--- config.mk ---
export PLATFORM = sky130hd
export DESIGN_NAME = row_black_segment_tracker_top
export DESIGN_NICKNAME = d
export VERILOG_FILES = /design/src/rtl/rbst_pkg.sv /design/src/rtl/rbst_run_tracker.sv /design/src/rtl/rbst_segment_picker.sv /design/src/rtl/row_black_segment_tracker_top.sv
export SDC_FILE = /design/constraint.sdc
export NUM_CORES = 1
export LEC_CHECK = 0
export BUFFER_PORTS_ARGS = -buffer_cell sky130_fd_sc_hd__buf_4
export CAP_MARGIN = 20
export CORE_MARGIN = 1.5
export CORE_UTILIZATION = 50
export CTS_CLUSTER_SIZE = 12
export DETAILED_ROUTE_END_ITERATION = 8
export HOLD_SLACK_MARGIN = 0.02
export PLACE_DENSITY_LB_ADDON = 0.08
export REMOVE_ABC_BUFFERS = 1
export SYNTH_ARGS = -nofsm -noshare
export SYNTH_HDL_FRONTEND = slang
export SYNTH_SLANG_ARGS = --single-unit
--- constraint.sdc ---
create_clock -name i_clk -period 6.99 [get_ports i_clk]
set_input_delay 1.398 -clock i_clk [delete_from_list [all_inputs] [get_ports i_clk]]
set_output_delay 1.398 -clock i_clk [all_outputs]
set_load 0.05 [all_outputs]
--- src/rtl/rbst_pkg.sv ---
package rbst_pkg;

    // Default sizes handed to the top level
    localparam int MAX_COLUMNS_DEF  = 256;
    localparam int MAX_SEGMENTS_DEF = 8;
    localparam int MAX_ROWS_DEF     = 1024;

    // Configuration port
    localparam int CFG_IDX_W  = 2;
    localparam int CFG_DATA_W = 9;

    typedef enum logic [CFG_IDX_W-1:0] {
        CFG_ROW_WIDTH = 2'd0,
        CFG_MIN_SEG   = 2'd1,
        CFG_MAX_GAP   = 2'd2,
        CFG_MAX_JUMP  = 2'd3
    } t_cfg_idx;

    localparam int ROW_WIDTH_W = 9;
    localparam int MIN_SEG_W   = 9;
    localparam int GAP_W       = 4;
    localparam int JUMP_W      = 8;

    localparam logic [ROW_WIDTH_W-1:0] ROW_WIDTH_RST = 9'd240;
    localparam logic [MIN_SEG_W-1:0]   MIN_SEG_RST   = 9'd6;
    localparam logic [GAP_W-1:0]       MAX_GAP_RST   = 4'd3;
    localparam logic [JUMP_W-1:0]      MAX_JUMP_RST  = 8'd24;

    // Result field widths
    localparam int COORD_W   = 8;
    localparam int ROW_NUM_W = 10;

    // Per-pixel events from the run tracker to the segment picker
    typedef struct packed {
        logic close;
        logic row_end;
        logic frame_clear;
    } t_run_evt;

endpackage

--- src/rtl/rbst_run_tracker.sv ---
module rbst_run_tracker #(
    parameter int MAX_COLUMNS = 256
) (
    input  logic                          i_clk,
    input  logic                          i_rst_n,
    input  logic                          i_adv,
    input  logic                          i_is_black,
    input  logic                          i_frame_start,
    input  logic [$clog2(MAX_COLUMNS):0]  i_eff_width,
    input  logic [rbst_pkg::GAP_W-1:0]    i_max_gap,
    output rbst_pkg::t_run_evt            o_evt,
    output logic [$clog2(MAX_COLUMNS)-1:0] o_first,
    output logic [$clog2(MAX_COLUMNS)-1:0] o_last
);
    import rbst_pkg::*;

    localparam int COL_W  = $clog2(MAX_COLUMNS);
    localparam int GCNT_W = GAP_W + 1;

    logic [COL_W-1:0]  r_col, n_col;
    logic              r_open, n_open;
    logic [COL_W-1:0]  r_first, n_first;
    logic [COL_W-1:0]  r_last, n_last;
    logic [GCNT_W-1:0] r_gap, n_gap;

    logic [COL_W-1:0]  col0, first0, last0, cur_first, cur_last;
    logic              open0, gap_close, open_mid, row_end;
    logic [GCNT_W-1:0] gap0, gap_inc, gap_mid;
    logic [COL_W:0]    col_inc;

    always_comb begin
        // frame start clears tracking before the pixel is used
        col0   = i_frame_start ? '0 : r_col;
        open0  = i_frame_start ? 1'b0 : r_open;
        first0 = i_frame_start ? '0 : r_first;
        last0  = i_frame_start ? '0 : r_last;
        gap0   = i_frame_start ? '0 : r_gap;

        cur_first = (i_is_black && !open0) ? col0 : first0;
        cur_last  = i_is_black ? col0 : last0;

        gap_inc   = gap0 + GCNT_W'(1);
        gap_close = !i_is_black && open0 && (gap_inc > {1'b0, i_max_gap});
        open_mid  = i_is_black || (open0 && !gap_close);
        if (i_is_black || gap_close) begin
            gap_mid = '0;
        end else if (open0) begin
            gap_mid = gap_inc;
        end else begin
            gap_mid = gap0;
        end

        col_inc = {1'b0, col0} + (COL_W+1)'(1);
        row_end = !(col_inc < i_eff_width);

        o_evt.close       = gap_close || (row_end && open_mid);
        o_evt.row_end     = row_end;
        o_evt.frame_clear = i_frame_start;
        o_first           = cur_first;
        o_last            = cur_last;

        if (row_end) begin
            n_col   = '0;
            n_open  = 1'b0;
            n_gap   = '0;
            n_first = '0;
            n_last  = '0;
        end else begin
            n_col   = col_inc[COL_W-1:0];
            n_open  = open_mid;
            n_gap   = gap_mid;
            n_first = cur_first;
            n_last  = cur_last;
        end
    end

    always_ff @(posedge i_clk) begin
        if (!i_rst_n) begin
            r_col   <= '0;
            r_open  <= 1'b0;
            r_first <= '0;
            r_last  <= '0;
            r_gap   <= '0;
        end else if (i_adv) begin
            r_col   <= n_col;
            r_open  <= n_open;
            r_first <= n_first;
            r_last  <= n_last;
            r_gap   <= n_gap;
        end
    end

endmodule

--- src/rtl/rbst_segment_picker.sv ---
module rbst_segment_picker #(
    parameter int MAX_COLUMNS  = 256,
    parameter int MAX_SEGMENTS = 8,
    parameter int MAX_ROWS     = 1024
) (
    input  logic                            i_clk,
    input  logic                            i_rst_n,
    input  logic                            i_adv,
    input  rbst_pkg::t_run_evt              i_evt,
    input  logic [$clog2(MAX_COLUMNS)-1:0]  i_first,
    input  logic [$clog2(MAX_COLUMNS)-1:0]  i_last,
    input  logic [$clog2(MAX_COLUMNS):0]    i_eff_width,
    input  logic [rbst_pkg::MIN_SEG_W-1:0]  i_min_width,
    input  logic [rbst_pkg::JUMP_W-1:0]     i_max_jump,
    output logic                            o_found,
    output logic [rbst_pkg::COORD_W-1:0]    o_start,
    output logic [rbst_pkg::COORD_W-1:0]    o_end,
    output logic [rbst_pkg::COORD_W-1:0]    o_center,
    output logic [rbst_pkg::ROW_NUM_W-1:0]  o_row_number
);
    import rbst_pkg::*;

    localparam int COL_W = $clog2(MAX_COLUMNS);
    localparam int SEG_W = $clog2(MAX_SEGMENTS + 1);
    localparam int ROW_W = $clog2(MAX_ROWS);
    localparam int MW    = (COL_W + 1 > MIN_SEG_W) ? COL_W + 1 : MIN_SEG_W;
    localparam int JW    = (COL_W > JUMP_W) ? COL_W : JUMP_W;

    typedef struct packed {
        logic             valid;
        logic [COL_W-1:0] ctr_off;
        logic [COL_W-1:0] first;
        logic [COL_W-1:0] last;
        logic [COL_W-1:0] ctr;
    } t_pick;

    logic [SEG_W-1:0] r_seen, n_seen;
    t_pick            r_near, n_near, r_any, n_any;
    logic [COL_W-1:0] r_prev, n_prev;
    logic             r_has_prev, n_has_prev;
    logic [ROW_W-1:0] r_row, n_row;

    logic [SEG_W-1:0] seen0, seen1;
    t_pick            near0, any0, near1, any1, cand, pick;
    logic [COL_W-1:0] prev0, ctr, ref_ctr, ctr_off;
    logic             has0, counts, near_ok;
    logic [ROW_W-1:0] row0;
    logic [COL_W:0]   run_w, sum;

    always_comb begin
        seen0 = i_evt.frame_clear ? '0 : r_seen;
        near0 = i_evt.frame_clear ? '0 : r_near;
        any0  = i_evt.frame_clear ? '0 : r_any;
        prev0 = i_evt.frame_clear ? '0 : r_prev;
        has0  = i_evt.frame_clear ? 1'b0 : r_has_prev;
        row0  = i_evt.frame_clear ? '0 : r_row;

        run_w  = {1'b0, i_last} - {1'b0, i_first} + (COL_W+1)'(1);
        counts = i_evt.close && (MW'(run_w) >= MW'(i_min_width))
                 && (seen0 < SEG_W'(MAX_SEGMENTS));

        sum     = {1'b0, i_first} + {1'b0, i_last};
        ctr     = sum[COL_W:1];
        // reference is the row middle until a center is chosen in this frame
        ref_ctr = has0 ? prev0 : i_eff_width[COL_W:1];
        ctr_off = (ctr > ref_ctr) ? ctr - ref_ctr : ref_ctr - ctr;
        near_ok = !has0 || (JW'(ctr_off) <= JW'(i_max_jump));

        cand = '{valid: 1'b1, ctr_off: ctr_off, first: i_first, last: i_last, ctr: ctr};

        near1 = (counts && near_ok && (!near0.valid || ctr_off < near0.ctr_off))
                ? cand : near0;
        any1  = (counts && (!any0.valid || ctr_off < any0.ctr_off)) ? cand : any0;
        seen1 = counts ? seen0 + SEG_W'(1) : seen0;

        pick    = near1.valid ? near1 : any1;
        o_found = pick.valid;
        o_start      = pick.valid ? COORD_W'(pick.first) : '0;
        o_end        = pick.valid ? COORD_W'(pick.last) : '0;
        o_center     = pick.valid ? COORD_W'(pick.ctr) : '0;
        o_row_number = ROW_NUM_W'(row0);

        if (i_evt.row_end) begin
            n_seen     = '0;
            n_near     = '0;
            n_any      = '0;
            n_row      = (row0 < ROW_W'(MAX_ROWS - 1)) ? row0 + ROW_W'(1) : row0;
            n_prev     = pick.valid ? pick.ctr : prev0;
            n_has_prev = has0 || pick.valid;
        end else begin
            n_seen     = seen1;
            n_near     = near1;
            n_any      = any1;
            n_row      = row0;
            n_prev     = prev0;
            n_has_prev = has0;
        end
    end

    always_ff @(posedge i_clk) begin
        if (!i_rst_n) begin
            r_seen     <= '0;
            r_near     <= '0;
            r_any      <= '0;
            r_prev     <= '0;
            r_has_prev <= 1'b0;
            r_row      <= '0;
        end else if (i_adv) begin
            r_seen     <= n_seen;
            r_near     <= n_near;
            r_any      <= n_any;
            r_prev     <= n_prev;
            r_has_prev <= n_has_prev;
            r_row      <= n_row;
        end
    end

endmodule

--- src/rtl/row_black_segment_tracker_top.sv ---
// Row black segment tracker.
// Input channel (i_valid / o_ready): one classified pixel per request, row
// order, left to right; i_frame_start marks column 0 of row 0 of a frame.
// Output channel (o_valid / i_ready): one result per row, issued for the
// row's last pixel: the chosen segment's bounds and center, or o_row_found
// low with zero bounds, plus the row index.
// Configuration: i_cfg_we writes i_cfg_data into the register at i_cfg_idx
// (row width, min segment width, max white gap, max center jump); write
// only while the block is idle.
// Throughput: one pixel per cycle unless a result waits for i_ready. The run
// tracker and segment picker update their state for each pixel between the input
// register and the result register.
// A row's result loads into the result register when the row's last pixel leaves
// the input register, and o_valid shows it from that register.
// Reset: configuration returns to 240 / 6 / 3 / 24, all tracking clears.
// Stall: while a result waits for i_ready, a pixel in the input register
// holds and o_ready stays low; an empty input register still takes one pixel.
module row_black_segment_tracker_top #(
    parameter int MAX_COLUMNS  = rbst_pkg::MAX_COLUMNS_DEF,
    parameter int MAX_SEGMENTS = rbst_pkg::MAX_SEGMENTS_DEF,
    parameter int MAX_ROWS     = rbst_pkg::MAX_ROWS_DEF
) (
    input  logic                             i_clk,
    input  logic                             i_rst_n,
    input  logic                             i_cfg_we,
    input  logic [rbst_pkg::CFG_IDX_W-1:0]   i_cfg_idx,
    input  logic [rbst_pkg::CFG_DATA_W-1:0]  i_cfg_data,
    input  logic                             i_valid,
    output logic                             o_ready,
    input  logic                             i_is_black,
    input  logic                             i_frame_start,
    output logic                             o_valid,
    input  logic                             i_ready,
    output logic                             o_row_found,
    output logic [rbst_pkg::COORD_W-1:0]     o_seg_start,
    output logic [rbst_pkg::COORD_W-1:0]     o_segment_end,
    output logic [rbst_pkg::COORD_W-1:0]     o_segment_center,
    output logic [rbst_pkg::ROW_NUM_W-1:0]   o_row_number
);
    import rbst_pkg::*;

    localparam int COL_W = $clog2(MAX_COLUMNS);
    localparam int EW_W  = (COL_W + 1 > ROW_WIDTH_W) ? COL_W + 1 : ROW_WIDTH_W;

    logic [ROW_WIDTH_W-1:0] r_row_width;
    logic [MIN_SEG_W-1:0]   r_min_seg;
    logic [GAP_W-1:0]       r_max_gap;
    logic [JUMP_W-1:0]      r_max_jump;

    logic r_in_valid, r_in_black, r_in_fs;
    logic r_out_valid;
    logic r_found;
    logic [COORD_W-1:0]   r_start, r_end, r_center;
    logic [ROW_NUM_W-1:0] r_row_num;

    logic                 adv, out_free;
    logic [COL_W:0]       eff_width;
    t_run_evt             evt;
    logic [COL_W-1:0]     run_first, run_last;
    logic                 pk_found;
    logic [COORD_W-1:0]   pk_start, pk_end, pk_center;
    logic [ROW_NUM_W-1:0] pk_row;

    // Configuration registers
    always_ff @(posedge i_clk) begin
        if (!i_rst_n) begin
            r_row_width <= ROW_WIDTH_RST;
            r_min_seg   <= MIN_SEG_RST;
            r_max_gap   <= MAX_GAP_RST;
            r_max_jump  <= MAX_JUMP_RST;
        end else if (i_cfg_we) begin
            unique case (t_cfg_idx'(i_cfg_idx))
                CFG_ROW_WIDTH: r_row_width <= i_cfg_data[ROW_WIDTH_W-1:0];
                CFG_MIN_SEG:   r_min_seg   <= i_cfg_data[MIN_SEG_W-1:0];
                CFG_MAX_GAP:   r_max_gap   <= i_cfg_data[GAP_W-1:0];
                CFG_MAX_JUMP:  r_max_jump  <= i_cfg_data[JUMP_W-1:0];
            endcase
        end
    end

    // Clamp row width into 1 .. MAX_COLUMNS
    always_comb begin
        if (r_row_width == '0) begin
            eff_width = (COL_W+1)'(1);
        end else if (EW_W'(r_row_width) > EW_W'(MAX_COLUMNS)) begin
            eff_width = (COL_W+1)'(MAX_COLUMNS);
        end else begin
            eff_width = (COL_W+1)'(r_row_width);
        end
    end

    assign out_free = !r_out_valid || i_ready;
    assign adv      = r_in_valid && out_free;
    assign o_ready  = !r_in_valid || adv;

    // Input register
    always_ff @(posedge i_clk) begin
        if (!i_rst_n) begin
            r_in_valid <= 1'b0;
        end else if (o_ready) begin
            r_in_valid <= i_valid;
        end
    end

    always_ff @(posedge i_clk) begin
        if (o_ready && i_valid) begin
            r_in_black <= i_is_black;
            r_in_fs    <= i_frame_start;
        end
    end

    rbst_run_tracker #(
        .MAX_COLUMNS (MAX_COLUMNS)
    ) u_tracker (
        .i_clk         (i_clk),
        .i_rst_n       (i_rst_n),
        .i_adv         (adv),
        .i_is_black    (r_in_black),
        .i_frame_start (r_in_fs),
        .i_eff_width   (eff_width),
        .i_max_gap     (r_max_gap),
        .o_evt         (evt),
        .o_first       (run_first),
        .o_last        (run_last)
    );

    rbst_segment_picker #(
        .MAX_COLUMNS  (MAX_COLUMNS),
        .MAX_SEGMENTS (MAX_SEGMENTS),
        .MAX_ROWS     (MAX_ROWS)
    ) u_picker (
        .i_clk        (i_clk),
        .i_rst_n      (i_rst_n),
        .i_adv        (adv),
        .i_evt        (evt),
        .i_first      (run_first),
        .i_last       (run_last),
        .i_eff_width  (eff_width),
        .i_min_width  (r_min_seg),
        .i_max_jump   (r_max_jump),
        .o_found      (pk_found),
        .o_start      (pk_start),
        .o_end        (pk_end),
        .o_center     (pk_center),
        .o_row_number (pk_row)
    );

    // Result register: load at row end, drop once taken
    always_ff @(posedge i_clk) begin
        if (!i_rst_n) begin
            r_out_valid <= 1'b0;
        end else if (adv && evt.row_end) begin
            r_out_valid <= 1'b1;
        end else if (i_ready) begin
            r_out_valid <= 1'b0;
        end
    end

    always_ff @(posedge i_clk) begin
        if (adv && evt.row_end) begin
            r_found   <= pk_found;
            r_start   <= pk_start;
            r_end     <= pk_end;
            r_center  <= pk_center;
            r_row_num <= pk_row;
        end
    end

    assign o_valid          = r_out_valid;
    assign o_row_found      = r_found;
    assign o_seg_start      = r_start;
    assign o_segment_end    = r_end;
    assign o_segment_center = r_center;
    assign o_row_number     = r_row_num;

endmodule

After elaboration in Yosys (flattened, before gate mapping)
Cells that the tools add are included.
{"block": "totals", "output_inout_bits": 37, "elab_cells": 130, "in_bits": 18, "register_bits": 188}
{"block": "classes", "add_sub_neg": 9, "magnitude_cmp": 10, "mux": 38, "n_reduce_logical": 38, "n_eq_ne": 3}
{"op": "2-to-1 mux 33 bit", "count": 7}
{"op": "2-to-1 mux 8 bit", "count": 13}
{"op": "2-to-1 mux 10 bit", "count": 3}
{"op": "2-to-1 mux 5 bit", "count": 4}
{"op": "2-to-1 mux 9 bit", "count": 2}
{"op": "less-than comparator 8 bit", "count": 2}
{"op": "subtractor 8 bit", "count": 2}
{"op": "logical AND 1 bit", "count": 13}
{"op": "2-to-1 mux 4 bit", "count": 3}
{"op": "adder 10 x 1 -> 10 bit (second input constant)", "count": 1}
{"op": "less-than comparator 10 bit (second input constant)", "count": 1}
{"op": "adder 8 x 1 -> 9 bit (second input constant)", "count": 1}
{"op": "adder 8 x 8 -> 9 bit", "count": 1}
{"op": "adder 9 x 1 -> 9 bit (second input constant)", "count": 1}
{"op": ">= comparator 9 bit", "count": 1}
{"op": "greater-than comparator 9 bit (second input constant)", "count": 1}
{"op": "logical NOT 1 bit", "count": 9}
{"op": "logical NOT 9 bit", "count": 1}
{"op": "logical OR 1 bit", "count": 9}
{"op": "less-than comparator 9 bit", "count": 1}
{"op": "subtractor 8 x 8 -> 9 bit", "count": 1}
{"op": "greater-than comparator 8 bit", "count": 1}
{"op": "<= comparator 8 bit", "count": 1}
{"op": "AND reduction 2 bit", "count": 4}
{"op": "9 further kinds", "count": 15}

Longest topological paths before layout
{"block": "depth", "depth_word": 17, "mapped_depth": 35, "depth_no_buf": 33}

Cells and area by module
A second synthesis with hierarchy kept.
{"block": "hier_totals", "hier_cells": 1253, "area_unflattened_um2": 11188.2}
{"module": "rbst_segment_picker", "seq_area_each_um2": 1781.7, "cells_each": 821, "n_inst": 1, "area_each_um2": 6678.9}
{"module": "row_black_segment_tracker_top", "seq_area_each_um2": 1751.7, "cells_each": 181, "n_inst": 1, "area_each_um2": 2524.9}
{"module": "rbst_run_tracker", "seq_area_each_um2": 600.6, "cells_each": 251, "n_inst": 1, "area_each_um2": 1984.4}

Least setup slack after synthesis
No wires, ideal clock.
{"block": "synth_path", "path_kind": "reg-to-reg", "from": "reg r_in_fs", "to": "reg r_start[1] (netlist: o_seg_start[1]) (data pin)", "path_slack_ps": -317, "arrival_time_ps": 7038, "path_stages_with_launch": 35, "required_time_ps": 6722, "path_buffers": 4, "cell_sequence": "edfxtp_1 > buf_2 > buf_1 > clkbuf_1 > nor2_1 > ha_1 > inv_1 > fa_1 > inv_1 > a21oi_1 > o21bai_1 > a21oi_1 > o21bai_1 > a21oi_1 > o21bai_1 > ha_1 > a21o_1 > a31oi_1 > nand2b_1 > o21ai_2 > mux2_2 > a31o_2 > a21oi_1 > xnor2_1 > ha_1 > a21oi_1 > o21ai_0 > or3_1 > nor4_1 > nor3_2 > a211oi_4 > buf_2 > nor3b_1 > a21oi_1 > o22ai_1"}
{"block": "synth_between", "elab_chain_cells": 15, "elab_cells_between_ends": 53}
{"element": "start, declared", "line_no": "row_black_segment_tracker_top.sv:50", "source": "logic r_in_valid, r_in_black, r_in_fs;"}
{"element": "start signal, assigned", "line_no": "row_black_segment_tracker_top.sv:108", "source": "r_in_fs <= i_frame_start;"}
{"element": "branches (longest 14 deep; another with subtractor 8 x 8 -> 9 bit)"}
{"element": "2-to-1 mux 33 bit (*)", "line_no": "rbst_segment_picker.sv:76", "source": "pick = near1.valid ? near1 : any1;"}
{"element": "end signal, assigned", "line_no": "row_black_segment_tracker_top.sv:162", "source": "r_start <= pk_start;"}
{"element": "end, declared", "line_no": "row_black_segment_tracker_top.sv:53", "source": "logic [COORD_W-1:0] r_start, r_end, r_center;"}
Mark *: on every way between the ends.
A chain may end at the register's enable or synchronous reset.

Final worst setup path
{"block": "layout_path", "from": "reg r_in_black", "to": "reg r_center[5] (netlist: o_segment_center[5]) (data pin)"}
{"block": "layout_between", "elab_chain_cells": 14, "elab_cells_between_ends": 33}
{"element": "start, declared", "line_no": "row_black_segment_tracker_top.sv:50"}
{"element": "start signal, assigned", "line_no": "row_black_segment_tracker_top.sv:107", "source": "r_in_black <= i_is_black;"}
{"element": "branches (longest 13 deep; another with subtractor 8 x 8 -> 9 bit)"}
{"element": "2-to-1 mux 33 bit (*)", "line_no": "rbst_segment_picker.sv:76"}
{"element": "end signal, assigned", "line_no": "row_black_segment_tracker_top.sv:164", "source": "r_center <= pk_center;"}
{"element": "end, declared", "line_no": "row_black_segment_tracker_top.sv:53"}
Marked as above.

==> impl_metrics.env <==
export IMPL_drtIter0Drc=809
export IMPL_ctsHoldBuffers=0
export IMPL_min_to="u_picker.r_near[22]"
export IMPL_switching_share=0.2765
export IMPL_min_path_cells=2
export IMPL_rr_worst_depth=34
export IMPL_synthTopCellsByArea="dfxtp_1, edfxtp_1, ha_1"
export IMPL_hp_class="reg -> reg"
export IMPL_gp_congestion=0.9237
export IMPL_synth_edf_count=37
export IMPL_slew_headroom=0.3102
export IMPL_area_growth_pct=19.11
export IMPL_slew_viol_final=0
export IMPL_r2r_slack_ns=0.19
export IMPL_final_common_cell="nand2_1"
export IMPL_r2r_start="r_in_black"
export IMPL_leakage_nw=5.063
export IMPL_synth_xor_area_share=0.02781
export IMPL_p_total_mw=2.368
export IMPL_syn_inst=1276
export IMPL_cts_sinks=188
export IMPL_finClkSkew_ns=0.01189
export IMPL_yosysUniqueCellTypes=73
export IMPL_fin_setup_tns_ns=0
export IMPL_clk_path_buf_depth=2
export IMPL_final_cell_mix="nand2_1, dfxtp_1, buf_4"
export IMPL_holdWs_ns=0.4475
export IMPL_ys_seq_area_frac=0.3750
export IMPL_clk_pin_slew_ns=0.08
export IMPL_maxCapViolations=0
export IMPL_wire_per_inst_um=19.25
export IMPL_area_sequential_um2=4134
export IMPL_comb_power_share=0.105
export IMPL_antenna_found_initial=0
export IMPL_die_h_um=151.5
export IMPL_grt_pass1_vias=8902
export IMPL_syn_area_um2=11020
export IMPL_ir_drop_v=0.0001238
export IMPL_setup_viol=0
export IMPL_n_fill_cell=2001
export IMPL_fmaxAchievable_mhz=147.0
export IMPL_worstMarginPinSlew_ns=1.031
export IMPL_n_antenna_cell=0
export IMPL_internal_power_mw=1.713
export IMPL_hold_viol=0
export IMPL_grtUsageTotal=0.2807
export IMPL_cts_max_level=4
export IMPL_numCtsBuffers=17
export IMPL_cp_max_fo=7
export IMPL_critical_path_max_stage_delay_ns=0.44
export IMPL_synth_top_area_share=0.2742
export IMPL_p_seq_frac=0.471
export IMPL_root_buffer="clkbuf_16"
export IMPL_cp_end_kind="flip-flop"
export IMPL_initial_core_util=0.5067
export IMPL_synth_async_reset_ratio=0
export IMPL_startpoint_type="flip-flop"
export IMPL_placed_cells=1603
export IMPL_outcome="complete, no violations"
export IMPL_nNetsFinal=1463
export IMPL_via_count=9599
export IMPL_drcViolationCount=0
export IMPL_worstHoldStart="u_picker.r_near[22]"
export IMPL_postRouteAntennaNets=0
export IMPL_die_area_um2=22950
export IMPL_grt_pass1_wl_mm=49.31
export IMPL_ios=55
export IMPL_pwr_share_clk=0.424
export IMPL_grt_max_degree=92
export IMPL_synth_top_family_by_area="compound AO/OA/AOI/OAI gates"
export IMPL_synthSimpleGateAreaFrac=0.1958
export IMPL_crit_type="reg -> reg"
export IMPL_multi_input_area_um2=6615
export IMPL_post_route_period_util=0.9730
export IMPL_synth_flop_cell="dfxtp_1"
export IMPL_dr_pass1_iters=5
export IMPL_layoutNonFillerInstCount=1653
export IMPL_clock_latency_ns=0.44
export IMPL_power_density_nw_per_um2=180.3
export IMPL_cts_tree="done"
export IMPL_grt_overflow_total=0
export IMPL_via_per_inst=5.807
export IMPL_dp_hpwl_mm=21.97
export IMPL_synth_fa_ha_area_frac=0.09921
export IMPL_place_area_um2=12020
export IMPL_rr_endpoint="o_segment_center[5]"
export IMPL_critPathArrivalTime_ns=6.99
export IMPL_port_buffers=54
export IMPL_synth_avg_cell_area_um2=8.639
export IMPL_synth_seq_cells=188
export IMPL_coreArea_um2=21760
export IMPL_drive_gt1_frac=0.1784
export IMPL_crit_path_top_delay_cell="edfxtp_1"
export IMPL_rows=54
export IMPL_die_x_um=151.5
export IMPL_netlist_top_cell_by_area="dfxtp_1"
export IMPL_critPathRequiredTime_ns=7.18
export IMPL_power_switching_mw=0.6548
export IMPL_yosysWarnings=0
export IMPL_design_area_um2=13130
export IMPL_period_needed_ns=6.801
export IMPL_synth_area_mux_share=0.03530
export IMPL_wl_mm=31.83
export IMPL_synth_compound_area_frac=0.2144
-- state kept, by name, summed over array words and instances (netlist names), 8 cells and up --
name / cells
u_picker.r_prev: 8
u_tracker.r_col: 8
o_segment_center: 8
r_min_seg: 9
o_row_number: 10
u_tracker.r_last: 8
u_picker.r_any: 33
u_picker.r_near: 33
u_tracker.r_first: 8
r_row_width: 9
r_max_jump: 8
o_segment_end: 8
o_seg_start: 8
u_picker.r_row: 10
-- how the worst max path moves through the flow --
stage / endpoint / start / slack (ns)
final: o_segment_center[5] / r_in_black / 0.19
after global routing: o_segment_center[5] / r_in_black / -0.15
after CTS: o_segment_center[3] / r_in_black / -0.03
after detailed placement: o_segment_end[6] / r_in_black / -0.06
after global placement: o_segment_center[5] / r_in_black / 0.04
after floorplan: u_picker.r_near[10] / r_in_fs / -1.86
-- kinds of logic (layout without fill, tap and decap cells) --
family          after synthesis  after routing
simple gates                439            439
flops                       188            188
buf+inv                     146            243
compound gates              345            345
xor+xnor                     35             35
mux                          38             38
fa+ha+maj                    85             85
-- timing repair --
item                       4_1_cts  5_1_grt
resized for setup                6       70
pin swaps                        1       24
setup buffers                    1       15
gates cloned                     0        1
setup endpoints to repair       47       97
-- critical path, delay by kind of cell (launching register included) --
kind / cells / cell delay (ns)
buf+inv: 5 / 0.59
flops: 1 / 0.44
compound gates: 14 / 2.39
simple gates: 8 / 1.38
fa+ha+maj: 4 / 1.19
mux: 2 / 0.44
xor+xnor: 1 / 0.10
-- per-layer routing --
layer / track usage / up-vias / share of wire
met5: 0 / - / 0
met4: 0.07621 / 0 / 0.019
met3: 0.04311 / 41 / 0.047
met2: 0.4473 / 271 / 0.46
met1: 0.3945 / 4606 / 0.47
li1: - / 4681 / -
-- cell usage after synthesis, types with 15 or more instances --
| master | count |
|---|---|
| mux2i_1 | 33 |
| dfxtp_1 | 151 |
| a21oi_1 | 65 |
| edfxtp_1 | 37 |
| xor2_1 | 16 |
| a21boi_0 | 45 |
| nand3_1 | 39 |
| a31oi_1 | 17 |
| a22oi_1 | 39 |
| o21ai_0 | 51 |
| clkbuf_1 | 46 |
| nor3b_1 | 22 |
| nor2_1 | 58 |
| and3_1 | 15 |
| nor2b_1 | 60 |
| o22ai_1 | 17 |
| nand2_1 | 178 |
| inv_1 | 73 |
| ha_1 | 81 |
| xnor2_1 | 19 |
| and2_1 | 17 |
| buf_2 | 15 |
| a22o_1 | 17 |
-- power groups by stage --
stage / Combinational [mW] / Clock (mW) / Sequential, mW
2_1_floorplan: 0.118 / 0 / 1.15
3_3_place_gp: 0.222 / 0 / 1.14
3_5_place_dp: 0.221 / 0 / 1.14
4_1_cts: 0.223 / 1.02 / 1.11
5_1_grt: 0.270 / 1.06 / 1.12
6_report: 0.249 / 1.00 / 1.11
-- metrics by stage --
step / worst slack (ns) / utilization
floorplan: -1.864 / -
global placement: 0.03511 / 0.5523
CTS: -0.02694 / 0.5813
global route: -0.1506 / 0.6035
detailed placement: -0.06064 / 0.5523
finish: 0.1888 / 0.6035
-- layout make-up --
class	instances	share of cell area
Multi-Input combinational cell	942	0.5038
Sequential cell	188	0.3148
Timing Repair Buffer	136	0.08767
Clock buffer	17	0.03240
Tap cell	280	0.02668
Inverter	75	0.02144
Clock inverter	15	0.01315
Note: power is estimated with default switching activity, not from simulation.
